### src/sv/assert_macros.svh
// Assertion macros shared by the parser RTL.
`ifndef ASSERT_MACROS_SVH
`define ASSERT_MACROS_SVH

// Same-cycle implication, checked on every rising edge outside reset.
`define S98P_ASSERT_IMP(lbl, clk, rst, ante, cons) \
   lbl: assert property (@(posedge clk) disable iff (rst) (ante) |-> (cons)) \
      else $error("assertion failed: same-cycle implication");

// Next-cycle implication, checked on every rising edge outside reset.
`define S98P_ASSERT_NXT(lbl, clk, rst, ante, cons) \
   lbl: assert property (@(posedge clk) disable iff (rst) (ante) |=> (cons)) \
      else $error("assertion failed: next-cycle implication");

`endif

### src/sv/s98p_pkg.sv
// Types and constants for the sound-log command stream parser.
package s98p_pkg;

   typedef enum logic [2:0] {
      PH_IDLE,
      PH_ADDR,
      PH_DATA,
      PH_VARINT,
      PH_ENDED
   } phase_type;

   typedef enum logic [1:0] {
      KIND_WRITE,
      KIND_WAIT,
      KIND_LOOP,
      KIND_END
   } kind_type;

   localparam logic [7:0] CMD_WRITE_LAST = 8'h7F;
   localparam logic [7:0] CMD_WAIT_ONE   = 8'hFF;
   localparam logic [7:0] CMD_WAIT_VAR   = 8'hFE;
   localparam logic [7:0] CMD_LOOP       = 8'hFD;

   localparam int          VARINT_BITS = 32;
   localparam logic [5:0]  VARINT_STEP = 6'd7;
   localparam logic [32:0] WAIT_BIAS   = 33'd2;
   localparam logic [32:0] WAIT_SINGLE = 33'd1;

   // Register index taken from the configuration address.
   localparam logic CSR_DEV_MASK = 1'b0;
   localparam logic CSR_LOOP     = 1'b1;

   typedef struct packed {
      phase_type    phase;
      logic [6:0]   command;
      logic [7:0]   address;
      logic [31:0]  value;
      logic [5:0]   shift;
   } parse_state_type;

   typedef struct packed {
      kind_type     kind;
      logic [5:0]   device_index;
      logic [8:0]   reg_address;
      logic [7:0]   reg_data;
      logic [32:0]  wait_syncs;
   } event_type;

endpackage

### src/sv/s98_command_stream_parser_top.sv
// Top level of the sound-log command stream parser with its register port.
// An event is registered and appears on rsp in the cycle after the byte that completes it is taken.
// Throughput: one byte per cycle while req_tready is high; the parse state and output register update together.
// req_tready drops only while a finished event waits in the output register.
// Reset is synchronous: idle phase, output empty, mask = device 0 only, looping off.
module s98_command_stream_parser_top #(
   parameter int DEVICE_SLOTS = 64
) (
   input  logic        clock,
   input  logic        reset,
   input  logic        req_tvalid,
   output logic        req_tready,
   input  logic [7:0]  req_tdata,   // [7:0] stream_byte
   output logic        rsp_tvalid,
   input  logic        rsp_tready,
   // [5:0] device_index, [14:6] reg_address, [22:15] reg_data, [55:23] wait_syncs
   output logic [55:0] rsp_tdata,
   output logic [1:0]  rsp_tuser,   // [1:0] event_kind
   input  logic        csr_psel,
   input  logic        csr_penable,
   input  logic        csr_pwrite,
   input  logic [3:0]  csr_paddr,
   input  logic [63:0] csr_pwdata,
   output logic [63:0] csr_prdata,
   output logic        csr_pready
);
   import s98p_pkg::*;

   `include "assert_macros.svh"

   parse_state_type         state_ff, state_in;
   event_type               evt;
   logic                    evt_valid;
   logic [DEVICE_SLOTS-1:0] mask_ff;
   logic                    loop_ff;
   logic                    rsp_valid_ff;
   event_type               rsp_evt_ff;
   logic                    req_accept;
   logic                    csr_write;
   logic                    in_ended;
   logic                    end_taken;

   assign csr_pready = 1'b1;
   assign csr_write  = csr_psel && csr_penable && csr_pwrite && csr_pready;
   assign req_tready = !rsp_valid_ff || rsp_tready;
   assign req_accept = req_tvalid && req_tready;

   always_comb begin
      case (csr_paddr[3])
         CSR_DEV_MASK: csr_prdata = 64'(mask_ff);
         CSR_LOOP:     csr_prdata = 64'(loop_ff);
         default:      csr_prdata = '0;
      endcase
   end

   always_ff @(posedge clock) begin
      if (reset) begin
         mask_ff <= DEVICE_SLOTS'(1);
         loop_ff <= 1'b0;
      end else if (csr_write) begin
         if (csr_paddr[3] == CSR_DEV_MASK) begin
            mask_ff <= csr_pwdata[DEVICE_SLOTS-1:0];
         end else begin
            loop_ff <= csr_pwdata[0];
         end
      end
   end

   s98p_decode u_decode (
      .cur          (state_ff),
      .stream_byte  (req_tdata),
      .enable_mask  (64'(mask_ff)),
      .loop_enabled (loop_ff),
      .nxt          (state_in),
      .evt          (evt),
      .evt_valid    (evt_valid)
   );

   always_ff @(posedge clock) begin
      if (reset) begin
         // The all-zero state is the idle phase with cleared holding fields.
         state_ff <= '0;
      end else if (req_accept) begin
         state_ff <= state_in;
      end
   end

   always_ff @(posedge clock) begin
      if (reset) begin
         rsp_valid_ff <= 1'b0;
      end else if (req_accept) begin
         rsp_valid_ff <= evt_valid;
      end else if (rsp_tready) begin
         rsp_valid_ff <= 1'b0;
      end
   end

   always_ff @(posedge clock) begin
      if (req_accept && evt_valid) begin
         rsp_evt_ff <= evt;
      end
   end

   assign rsp_tvalid = rsp_valid_ff;
   assign rsp_tuser  = rsp_evt_ff.kind;
   assign rsp_tdata  = {rsp_evt_ff.wait_syncs, rsp_evt_ff.reg_data,
                        rsp_evt_ff.reg_address, rsp_evt_ff.device_index};

   assign in_ended  = state_ff.phase == PH_ENDED;
   assign end_taken = req_accept && evt_valid && evt.kind == KIND_END;

   `S98P_ASSERT_NXT(a_ended_sticks, clock, reset, in_ended, in_ended)
   `S98P_ASSERT_NXT(a_end_enters_ended, clock, reset, end_taken, in_ended)
   `S98P_ASSERT_IMP(a_ended_silent, clock, reset, in_ended, !evt_valid)

endmodule

### src/sv/s98p_decode.sv
// Next-state and event decode for one stream byte.
module s98p_decode (
   input  s98p_pkg::parse_state_type cur,
   input  logic [7:0]                stream_byte,
   input  logic [63:0]               enable_mask,
   input  logic                      loop_enabled,
   output s98p_pkg::parse_state_type nxt,
   output s98p_pkg::event_type       evt,
   output logic                      evt_valid
);
   import s98p_pkg::*;

   logic [38:0] part;
   logic [5:0]  dev;

   assign dev = cur.command[6:1];

   always_comb begin
      nxt       = cur;
      evt       = '0;
      evt_valid = 1'b0;
      part      = 39'(stream_byte[6:0]) << cur.shift[4:0];
      case (cur.phase)
         PH_IDLE: begin
            if (stream_byte inside {[8'h00:CMD_WRITE_LAST]}) begin
               nxt.command = stream_byte[6:0];
               nxt.phase   = PH_ADDR;
            end else if (stream_byte == CMD_WAIT_ONE) begin
               evt.kind       = KIND_WAIT;
               evt.wait_syncs = WAIT_SINGLE;
               evt_valid      = 1'b1;
            end else if (stream_byte == CMD_WAIT_VAR) begin
               nxt.value = '0;
               nxt.shift = '0;
               nxt.phase = PH_VARINT;
            end else if (stream_byte == CMD_LOOP && loop_enabled) begin
               evt.kind  = KIND_LOOP;
               evt_valid = 1'b1;
            end else begin
               evt.kind  = KIND_END;
               evt_valid = 1'b1;
               nxt.phase = PH_ENDED;
            end
         end
         PH_ADDR: begin
            nxt.address = stream_byte;
            nxt.phase   = PH_DATA;
         end
         PH_DATA: begin
            nxt.phase = PH_IDLE;
            // Devices beyond the slot count read as zero bits of the mask.
            if (enable_mask[dev]) begin
               evt.kind         = KIND_WRITE;
               evt.device_index = dev;
               evt.reg_address  = {cur.command[0], cur.address};
               evt.reg_data     = stream_byte;
               evt_valid        = 1'b1;
            end
         end
         PH_VARINT: begin
            // Groups that start at bit 32 or above are dropped.
            if (cur.shift < 6'(VARINT_BITS)) begin
               nxt.value = cur.value | part[31:0];
               nxt.shift = cur.shift + VARINT_STEP;
            end
            if (!stream_byte[7]) begin
               nxt.phase      = PH_IDLE;
               evt.kind       = KIND_WAIT;
               evt.wait_syncs = 33'(nxt.value) + WAIT_BIAS;
               evt_valid      = 1'b1;
            end
         end
         PH_ENDED: begin
            nxt.phase = PH_ENDED;
         end
         default: begin
            nxt.phase = PH_ENDED;
         end
      endcase
   end

endmodule

### config.mk
export PLATFORM = sky130hd
export DESIGN_NAME = s98_command_stream_parser_top
export DESIGN_NICKNAME = d
export VERILOG_FILES = /design/src/sv/s98p_pkg.sv /design/src/sv/s98_command_stream_parser_top.sv /design/src/sv/s98p_decode.sv
export VERILOG_INCLUDE_DIRS = /design/src /design/src/sv
export SDC_FILE = /design/constraint.sdc
export NUM_CORES = 1
export LEC_CHECK = 0
export BUFFER_PORTS_ARGS = -buffer_cell sky130_fd_sc_hd__buf_2
export CAP_MARGIN = 40
export CELL_PAD_IN_SITES_DETAIL_PLACEMENT = 0
export CELL_PAD_IN_SITES_GLOBAL_PLACEMENT = 2
export CORE_UTILIZATION = 34
export CTS_CLUSTER_SIZE = 40
export DETAILED_ROUTE_END_ITERATION = 8
export PLACE_DENSITY = 0.8
export SETUP_SLACK_MARGIN = 0.15
export SYNTH_ARGS = -nofsm -noshare
export SYNTH_HDL_FRONTEND = slang
export SYNTH_HIERARCHICAL = 1
export SYNTH_SLANG_ARGS = --single-unit
### constraint.sdc
create_clock -name clock -period 4.94 [get_ports clock]
set_clock_uncertainty 0.15 [all_clocks]
set_input_delay 0.988 -clock clock [delete_from_list [all_inputs] [get_ports clock]]
set_output_delay 0.988 -clock clock [all_outputs]
set_load 0.03 [all_outputs]
==> run_results.csv <==
group,metric,value,unit
setup_path,r2r_slack,1.19,ns
pwr,totalPowerFinal,3.40,mW
synth,synth_seq_cells,180,
setup_path,r2r_end,"rsp_tdata[25]",
setup_path,r2r_cells,9,
sta,tns,0,ns
setup_path,startpoint_type,"flop",
setup_path,cp_max_fo,58,
setup_path,critical_path_arrival,3.75,ns
layout,nNetsFinal,1370,
grt,grt_usage,20.1,%
setup_path,crit_required,4.94,ns
die,die_area,0.0310,sq mm
clock_tree,numCtsBuffers,17,
layout,final_cells,1689,
sta,setup_violations,0,
synth,synth_compound_area_share,15.3,%
worst_hold_path,hp-class,"reg2reg",
sta,hold_ws,0.316,ns
clock_tree,cts_tree,"built",
routing,ant_nets,0,
clock_tree,path_clk_slew,0.08,ns
layout,drive_gt1_share,28.7,%
sta,worstMarginPinSlew,0.811,ns
grt,first_global_vias,8777,
clock_tree,root_buffer,"clkbuf_16",
die,die_y,176,um
synth,yosysMostFrequentCell,"nand2_1",
setup_path,path_cells,"mux4_2 -> mux4_2 -> mux2_2 -> nand4_1 -> o31ai_2 -> buf_4 -> nand3b_1 -> and3_2 -> buf_12",
die,core-area,0.0297,sq mm
grt,grt_overflow,0,
synth,synth_adder_area_share,0.243,%
synth,netlist_area,0.0103,sq mm
die,ioPinCount,208,
clock_tree,clkLatencyLatePin,0.45,ns
placement,dp_slack,0.860,ns
synth,synth-edff-count,58,
clock_tree,post-cts-setup-buffers,0,
synth,yosys-mux-area-fraction,8.32,%
layout,n_fill_cell,3040,
grt,grt_max_degree,118,
synth,yosysSeqAreaShare,40.7,%
synth,synth_top_area_share,23.7,%
routing,routedWlPerCell,18.4,um
job,max_cap_violations,0,
routing,dr.pass1.iters,5,
pwr,p_leak,4.48,nW
status,outcome,"finished clean",
synth,synthTopCellsByArea,"dfxtp_1 (24%), edfxtp_1 (17%), nand2_1 (6.0%)",
die,die_w,176,um
placement,place_inst,1656,
sta,fin_crit_sh,75.8,%
clock_tree,clockBufferDepth,2,
placement,io_buffer_count,203,
setup_path,crit_path_frequent_cell,"mux4_2",
clock_tree,cts.sinks,180,
placement,gp_congestion,0.832,
setup_path,r2r-start,"state_ff[47]",
setup_path,critPathKind,"reg2reg",
sta,hold_viol,0,
sta,slew_headroom,45.9,%
die,rows,63,
sta,slew_violations,0,
sta,max_freq,267,MHz
synth,synthSimpleGateAreaFrac,28.8,%
synth,async_flop_share,0,%
routing,drt-total-wl,31000,um
grt,grt_pass1_wl,49100,um
synth,postSynthAreaPerCell,9.13,sq um
synth,synth_nets,1212,
synth,synth_flop_cell,"dfxtp_1",
synth,yosys-top-cells-count,"nand2_1 (164), dfxtp_1 (122), a21oi_1 (97), nor2b_1 (71), nand2b_1 (66)",
setup_path,endpoint_kind,"flop",
synth,synth_top_family_by_area,"simple AND/OR/NAND/NOR gates",
pwr,vdd.ir_drop.worst,0.000206,V
synth,yosysWarningCount,6,
setup_path,crit_start,"state_ff[47]",
placement,dpl.hpwl,20900,um
clock_tree,cts_resized,0,
synth,yosysTopAreaCell,"dfxtp_1",
routing,viasPerCell,5.35,
sta,fin_ws,1.19,ns
synth,synth_xor_area_share,1.45,%
synth,syn_inst,1127,
clock_tree,cts_htree_levels,4,
layout,area_growth,18.8,%
setup_path,cp_slowest_cell,"dfxtp_1",
setup_path,cp-endpoint,"rsp_tdata[25]",
clock_tree,hold_buffers,0,
grt,grt_antenna_before_repair,4,
sta,period_needed,3.75,ns
routing,vias,9030,
pwr,powerDensity,278,mW/mm^2
sta,rsz0062_at_grt,"false",
die,initial_utilization,34.6,%
setup_path,cpPeakStageDelay,0.77,ns
synth,synth_cell_types,76,
routing,first_iter_violations,731,
routing,drc,0,
==> layout by cell type (no fill, tap or decap), drive strengths merged, types with 22 or more instances in the layout <==
cell and count:
buf 237, nand2 164, dfxtp 122, a21oi 97
o21ai 80, nor2b 71, nand2b 67, nand4b 58
edfxtp 58, nor2 55, and2 31, mux2 26
mux4 22
==> final cells by class <==
| class | instances | area, sq um | share of cell area (%) |
|---|---|---|---|
| Multi-Input combinational cell | 842 | 5570 | 45.6 |
| Sequential cell | 180 | 4180 | 34.2 |
| Tap cell | 390 | 488 | 3.99 |
| Clock inverter | 14 | 180 | 1.47 |
| Inverter | 7 | 26.3 | 0.215 |
| Timing Repair Buffer | 237 | 1340 | 11.0 |
| Clock buffer | 18 | 429 | 3.51 |
| Antenna cell | 1 | 2.50 | 0.0205 |
==> worst max-delay path, delay by kind of cell (launching register included) <==
family | cells | cell delay (ns)
multiplexers | 3 | 1.42
AO/OA/AOI/OAI | 1 | 0.08
flip-flops | 1 | 0.77
buffers and inverters | 2 | 0.40
AND/OR/NAND/NOR | 3 | 0.58
==> metrics by stage <==
| step | area [sq um] | util (%) |
|---|---|---|
| floorplan | 10300 | - |
| global placement | 11500 | 38.9 |
| detailed placement | 11600 | 39.1 |
| global route | 12200 | 41.1 |
| CTS | 12200 | 41.1 |
| finish | 12200 | 41.1 |
==> per-layer routing <==
metal	vias to the layer above	part of all wire, %	GRT usage, %
met1	4329	45	26.3
met2	291	46	32.1
met4	6	2.2	5.98
li1	4348	-	-
met5	-	0.13	0
met3	56	6.5	5.84
==> logic make-up after synthesis <==
group | after synthesis
AO/OA/AOI/OAI | 243
XOR/XNOR | 17
adder cells (fa/ha/maj) | 2
buffers and inverters | 105
flip-flops | 180
multiplexers | 54
other | 1
AND/OR/NAND/NOR | 525
==> registers in the layout, summed over array words and instances, names as in the netlist <==
signal and count:
loop_ff 1, rsp_tvalid 1, rsp_tuser 2, rsp_tdata 56, state_ff 56, mask_ff 64
==> worst min-delay path by stage <==
stage / from / end / slack (ns) / cells past startpoint
final: mask_ff[5] / mask_ff[5] / 0.32 / 2
after CTS: mask_ff[19] / mask_ff[19] / 0.32 / 2
after floorplan: mask_ff[10] / mask_ff[10] / 0.29 / 2
after global placement: mask_ff[19] / mask_ff[19] / 0.30 / 2
after global routing: mask_ff[13] / mask_ff[13] / 0.34 / 2
after detailed placement: mask_ff[19] / mask_ff[19] / 0.31 / 2
==> power by group <==
| part | internal (mW) | total [mW] | switching (mW) | leakage, nW |
|---|---|---|---|---|
| Clock | 0.732 | 1.42 | 0.688 | 0.295 |
| Combinational | 0.136 | 0.380 | 0.244 | 2.64 |
| Sequential | 1.57 | 1.60 | 0.0305 | 1.54 |
Power figures use the tool's default switching activity.
